===== src/design/rpfa_pkg.sv =====
`timescale 1ns / 1ps
`default_nettype none
package rpfa_pkg;
  localparam int NUM_FRAMES = 1024;
  localparam int FRAME_BITS = $clog2(NUM_FRAMES);
  localparam int LINK_BITS = FRAME_BITS + 1;
  localparam int REF_BITS = 16;
  localparam logic [LINK_BITS-1:0] NIL = LINK_BITS'(NUM_FRAMES);
  localparam logic [REF_BITS-1:0] MAX_REF = '1;

  localparam logic [2:0] MODE_INSERT = 3'd0;
  localparam logic [2:0] MODE_ALLOC = 3'd1;
  localparam logic [2:0] MODE_HOLD = 3'd2;
  localparam logic [2:0] MODE_DROP = 3'd3;
  localparam logic [2:0] MODE_RELEASE = 3'd4;
  localparam logic [2:0] MODE_QUERY = 3'd5;
  localparam logic [2:0] MODE_RSVD_LO = 3'd6;
  localparam logic [2:0] MODE_RSVD_HI = 3'd7;

  localparam logic [2:0] ST_OK = 3'd0;
  localparam logic [2:0] ST_EXHAUSTED = 3'd1;
  localparam logic [2:0] ST_NOT_PRESENT = 3'd2;
  localparam logic [2:0] ST_ALREADY = 3'd3;
  localparam logic [2:0] ST_UNDERFLOW = 3'd4;
  localparam logic [2:0] ST_OVERFLOW = 3'd5;
  localparam logic [2:0] ST_HELD = 3'd6;
  localparam logic [2:0] ST_RANGE = 3'd7;

  typedef enum logic [3:0] {
    S_CLEAR, S_IDLE, S_READ, S_DECIDE, S_INS_RD, S_INS_WR, S_UNLINK, S_APPEND, S_DONE
  } state_t;

  // controller -> datapath commands
  typedef struct packed {
    logic clear;     // clear next present mark
    logic load;      // capture input item
    logic rd;        // read memories at current frame
    logic ins_wr;    // insert current frame if absent
    logic ins_next;  // advance insert pointer
    logic decide;    // evaluate op from read data
    logic unlink;    // remove frame from list
    logic append;    // append frame to list
    logic out_load;  // present result
  } cmd_t;

  // datapath -> controller status
  typedef struct packed {
    logic clr_last;   // last present mark being cleared
    logic ins_ok;     // insert range valid
    logic ins_last;   // current is last of range
    logic do_unlink;
    logic do_append;
  } sts_t;
endpackage
`default_nettype wire


===== src/design/rpfa_ctrl.sv =====
`timescale 1ns / 1ps
`default_nettype none
module rpfa_ctrl import rpfa_pkg::*; (
  input  wire logic clk,
  input  wire logic rst,
  input  wire logic in_valid,
  output logic      in_stall,
  input  wire logic [2:0] mode,
  output logic      out_valid,
  input  wire logic out_stall,
  input  wire sts_t sts,
  output cmd_t      cmd
);
  state_t state, state_next;
  logic [2:0] op;
  logic out_free;

  assign out_free = !out_valid || !out_stall;

  always_ff @(posedge clk) begin
    if (rst) begin
      state <= S_CLEAR;
      out_valid <= 1'b0;
    end else begin
      state <= state_next;
      if (state == S_IDLE && in_valid) op <= mode;
      if (cmd.out_load) out_valid <= 1'b1;
      else if (!out_stall) out_valid <= 1'b0;
    end
  end

  always_comb begin
    state_next = state;
    unique case (state)
      S_CLEAR: if (sts.clr_last) state_next = S_IDLE;
      S_IDLE: if (in_valid) state_next = S_READ;
      S_READ: state_next = (op == MODE_INSERT) ? (sts.ins_ok ? S_INS_WR : S_DONE) : S_DECIDE;
      S_INS_WR: state_next = sts.ins_last ? S_DONE : S_INS_RD;
      S_INS_RD: state_next = S_INS_WR;
      S_DECIDE: state_next = S_UNLINK;
      S_UNLINK: state_next = S_APPEND;
      S_APPEND: state_next = S_DONE;
      S_DONE: if (out_free) state_next = S_IDLE;
      default: state_next = S_IDLE;
    endcase
  end

  always_comb begin
    cmd = '0;
    in_stall = (state != S_IDLE);
    unique case (state)
      S_CLEAR: cmd.clear = 1'b1;
      S_IDLE: cmd.load = in_valid;
      S_READ: cmd.rd = 1'b1;
      S_INS_RD: cmd.rd = 1'b1;
      S_INS_WR: begin
        cmd.ins_wr = 1'b1;
        cmd.ins_next = !sts.ins_last;
      end
      S_DECIDE: cmd.decide = 1'b1;
      S_UNLINK: cmd.unlink = sts.do_unlink;
      S_APPEND: cmd.append = sts.do_append;
      S_DONE: cmd.out_load = out_free;
      default: ;
    endcase
  end
endmodule
`default_nettype wire


===== config.mk =====
export PLATFORM = sky130hd
export DESIGN_NAME = rpfa_ctrl
export DESIGN_NICKNAME = d
export VERILOG_FILES = /design/src/design/rpfa_pkg.sv /design/src/design/rpfa_ctrl.sv
export SDC_FILE = /design/constraint.sdc
export NUM_CORES = 1
export LEC_CHECK = 0
export BUFFER_PORTS_ARGS = -buffer_cell sky130_fd_sc_hd__buf_2
export CAP_MARGIN = 10
export CORE_MARGIN = 5
export CORE_UTILIZATION = 39
export CTS_CLUSTER_SIZE = 40
export DETAILED_ROUTE_END_ITERATION = 6
export PLACE_DENSITY_LB_ADDON = 0.05
export SLEW_MARGIN = 20
export SYNTH_ARGS = -nofsm -noshare
export SYNTH_HDL_FRONTEND = slang
export SYNTH_SLANG_ARGS = --single-unit

===== constraint.sdc =====
create_clock -name clk -period 1.45 [get_ports clk]
set_clock_uncertainty 0.05 [all_clocks]
set_input_delay 0.0725 -clock clk [delete_from_list [all_inputs] [get_ports clk]]
set_output_delay 0.0725 -clock clk [all_outputs]
set_load 0.02 [all_outputs]

## Yosys cells after proc, flatten, opt, wreduce, memory -nomap -nowiden

Cells that the tools add are included.

| word-level totals | value |
|---|---|
| register bits | 8 |
| input port bits | 12 |

| operators by class | value |
|---|---|
| equal/unequal tests | 13 |
| mux-type cells | 17 |
| bitwise operators | 1 |
| reductions and logical operators | 10 |

Operators by type and width:

| cell | count |
|---|---|
| 4-bit one-hot mux with 9 select lines | 1 |
| 4-bit two-way mux | 6 |
| 4-bit by 3-bit equality test with 1-bit output (second input constant) | 4 |
| 1-bit two-way mux | 9 |
| 4-bit by 2-bit equality test with 1-bit output (second input constant) | 2 |
| 2-bit != test (second input constant) | 3 |
| 4-bit by 1-bit equality test with 1-bit output (second input constant) | 1 |
| 4-bit equality test (second input constant) | 1 |
| 4-bit logical NOT | 1 |
| 4-bit by 1-bit != test with 1-bit output (second input constant) | 1 |
| 1-bit logical NOT | 3 |
| 3-bit logical NOT | 1 |
| 3-bit AND reduction | 1 |
| 2-bit two-way mux | 1 |
| 2-bit by 1-bit != test with 1-bit output (second input constant) | 1 |
| 2-bit AND reduction | 1 |
| 2-bit OR reduction | 1 |
| 1-bit logical AND | 1 |
| 1-bit logical OR | 1 |
| 1-bit NOT | 1 |

## Logic depth before layout (Yosys ltp)

| depth | value |
|---|---|
| depth in word-level cells | 4 |
| depth in mapped cells | 4 |
| gate-level depth less buffers | 3 |

## Worst setup path before layout

No wires, ideal clock.

| timing | value |
|---|---|
| path type | flip-flop to flip-flop |
| from | register state[3] |
| to | register state[1] |
| setup time | 0.120 ns |
| data arrival time | 1.468 ns |
| required time | 1.280 ns |
| setup slack | -0.188 ns |
| stages on the path, launching flop included | 5 |
| buffers on the path | 1 |
| clock period less this slack | 1.638 ns |
| cell sequence | dfxtp_1 > buf_6 > nor4_1 > o2bb2ai_1 > nor3_1 |

| on the way | value |
|---|---|
| longest elaborated chain between the ends | 3 |
| elaborated cells between the ends (all ways) | 14 |
| those cells by class | 11 x eq/ne; 1 x mux; 2 x reduce/logical |

RTL lines:

| element | line | RTL |
|---|---|---|
| from (decl) | rpfa_ctrl.sv:14 | `state_t state, state_next;` |
| from (signal assigned) | rpfa_ctrl.sv:25 | `state <= state_next;` |
| 4-bit equality test, or another cell as far along | rpfa_ctrl.sv:34 | `unique case (state)` |
| 2-bit != test (no source line) | - |  |
| 3-bit AND reduction (no source line) | - |  |

Several ways; a longest one is shown, not always the timed one.
A chain may end at the register's enable or synchronous reset.

==> flow_summary.yaml <==
outcome:
  outcome: "complete, but fails checks"
  violations: "setup timing"
power_and_ir_drop:
  power_switching_share_pct: 27.8
  vdd_ir_drop_max_mv: 0.569
  power.share.combinational_pct: 26.7
  report.power.total_w: 0.000588
  internal_power_w: 0.000424
  power.density_nw_per_um2: 743
  switchingPower_w: 0.000164
  power.share.sequential_pct: 42.4
  p_leak_nw: 0.349
  clock_power_share_pct: 31.0
floorplan:
  vert_die_dim_um: 46
  floorplan.die.width_um: 46
  effective_utilization_at_floorplan_pct: 39.8
  core-area_um2: 1270
  placementRows: 13
  die-area_um2: 2120
  pin_count: 23
worst_setup_path:
  crit_path_top_delay_cell: "sky130_fd_sc_hd__or4b_4"
  rrSetupSlack_ns: 0.03
  slowest_delay_ns: 0.54
  start_kind: "flip-flop"
  path_cells: "or4b_4, a21oi_2, buf_6"
  critPathCaptureType: "output port"
  criticalPathCategory: "reg -> out"
  critPathMaxFanout: 4
  worst-endpoint-required_ns: 1.33
  timing.critical_path.arrival_ns: 1.39
route:
  drc: 0
  detail_route.iter0.violations: 4
  detail_route.vias_per_cell: 5.13
  ant_nets: 0
  route.vias.total: 549
  post_drt_wl_per_cell_um: 12.7
  routed_wl_um: 1360
  detailed_routing_iteration_count_for_the_pre_antenna_repair_pass: 4
cells_and_area:
  design.final.nets: 105
  layout-drive-gt1-share_pct: 57.6
  layout.cells.most_common_list: "19 x sky130_fd_sc_hd__buf_2, 12 x sky130_fd_sc_hd__buf_4"
  diodes: 0
  mostFrequentLayoutCell: "sky130_fd_sc_hd__buf_2"
  areaGrowthSynthToFinish_pct: 56.4
  final_design_area_no_fill_um2: 791
run:
  max_cap_viols: 0
yosys:
  netlist.top_cell.by_area: "sky130_fd_sc_hd__dfxtp_1"
  yosysSeqAreaShare_pct: 37.6
  synthesis.nets: 67
  cell_types_with_the_largest_area_share_after_synthesis: "sky130_fd_sc_hd__dfxtp_1 20%, sky130_fd_sc_hd__edfxtp_1 18%, sky130_fd_sc_hd__a21oi_1 5.0%"
  synth_top_area_share_pct: 19.8
  synth.yosys.warnings: 0
  postSynth.topFlopCell: "sky130_fd_sc_hd__dfxtp_1"
  synth_area_um2: 505
  synthDistinctLibCells: 29
  postSynth.asyncResetShare_pct: 0
  synth-seq-cells: 8
  synth_edf_count: 3
  postSynthAreaPerCell_um2: 9.19
  netlist_instances: 55
clock_network:
  cts_sinks: 8
  tritoncts.num_buffers: 3
  cts_buffer_depth: 2
  cts_tree: "done"
  ctsRootBufferMaster: "sky130_fd_sc_hd__clkbuf_4"
  clk_transition_reported_paths_ns: 0.06
  htreeDepth: 1
  clock_insertion_delay_worst_skew_ns: 0.25
placed_design:
  placement.setup.worst_slack_ns: 0.0960
  number_of_port_buffers: 22
  place_hpwl_um: 977
  dpl-instance-area_um2: 676
  globalplace.congestion: 0.707
global_routing:
  first_global_vias: 533
  grt_util_all_layers_pct: 14.8
  globalRoute.totalOverflow: 0
  first_pass_grt_wire_length_um: 2260
  grt_start_max_net_pins: 11
  antenna_found_initial: 0
sta:
  transition_time_at_the_pin_with_the_least_slew_margin_ns: 0.299
  rsz0062_at_grt: "yes"
  timing.final.max_slew_violations: 0
  report.final.setup_viol: 2
  timing.final.crit_period_ns: 1.51
  achievable-frequency_mhz: 662
  finalHoldViolations: 0
  hold-worst-slack_ns: 0.0279
  fin_ws_ns: -0.0597
  final.period_utilization_pct: 104
  slew_headroom_pct: 79.8
worst_hold_path:
  hold_class: "in -> reg"
cell usage after synthesis (2+ instances only):
cell type and number:
sky130_fd_sc_hd__nor3_1 5, sky130_fd_sc_hd__and3_1 2, sky130_fd_sc_hd__nor4_1 2, sky130_fd_sc_hd__inv_1 2
sky130_fd_sc_hd__nor2_1 4, sky130_fd_sc_hd__dfxtp_1 5, sky130_fd_sc_hd__buf_6 2, sky130_fd_sc_hd__a21oi_1 5
sky130_fd_sc_hd__edfxtp_1 3, sky130_fd_sc_hd__nand2_1 5, sky130_fd_sc_hd__a211o_1 2
repair_timing:
item | CTS | global route
setup endpoints to repair | 5 | 8
buffers inserted | 2 | 1
gates resized for setup | 7 | 8
hold buffers | 3 | 0
endpoints found under the hold margin | 3 | 0
pin swaps | 2 | 2
layout make-up:
class                           count  area [µm²]
Fill cell                         111         478
Timing Repair Buffer               37         249
Multi-Input combinational cell     41         292
Tap cell                           15        18.8
Sequential cell                     8         198
Inverter                            2        7.51
Clock buffer                        4        26.3
worst max-delay path: cells and delay by family, from the launching register on:
family / cells / cell delay, ns
buffers and inverters: 1 / 0.13
and+or+nand+nor: 1 / 0.54
AOI/OAI and AO/OA: 1 / 0.13
DFF: 1 / 0.33
flip-flops by register name, indices dropped and copies added, names as in the netlist:
signal	count
out_valid	1
state	4
op	3
path summary, 6_finish.rpt:
path / start / end / cells past startpoint
worst max-delay path: state[0]$_SDFFE_PP0P_ / cmd[0] / 3
worst min-delay path: rst / state[3]$_SDFFE_PP0P_ / 2
worst max register to register: state[0]$_SDFFE_PP0P_ / state[1]$_SDFFE_PP0P_ / 4
worst min register to register: out_valid$_SDFFE_PP0P_ / out_valid$_SDFFE_PP0P_ / 2
layer usage:
layer / wire, µm / up-vias / part of all wire (%) / track usage, %
met5: 0 / - / 0 / 0
met4: 0 / 0 / 0 / 1.70
met3: 83 / 0 / 6.1 / 4.74
met2: 690 / 14 / 51 / 25.5
met1: 586 / 253 / 43 / 18.3
li1: - / 282 / - / -
metrics by stage:
step	std cells	utilization, %	TNS, ns
final	107	62.3	-0.0599
after global routing	107	62.3	-0.208
after CTS	106	59.9	-0.0851
after detailed placement	98	53.3	0
after global placement	98	53.3	0
after floorplan	55	-	0
cells by family (layout without fill, tap and decap cells):
group / Yosys count / in the layout / synth area share, %
AO/OA/AOI/OAI: 15 / 15 / 22.0
XOR/XNOR: 1 / 1 / 1.73
buffers and inverters: 6 / 43 / 10.1
flip-flops: 8 / 8 / 37.6
AND/OR/NAND/NOR: 25 / 25 / 28.5
power groups by stage:
stage / logic, W / registers (W) / clock network, W
global placement: 0.000140 / 0.000254 / 0
detailed placement: 0.000140 / 0.000255 / 0
CTS: 0.000149 / 0.000247 / 0.000195
floorplan: 0.0000830 / 0.000253 / 0
global route: 0.000172 / 0.000250 / 0.000203
finish: 0.000157 / 0.000249 / 0.000182
(Power assumes the default switching activity.)
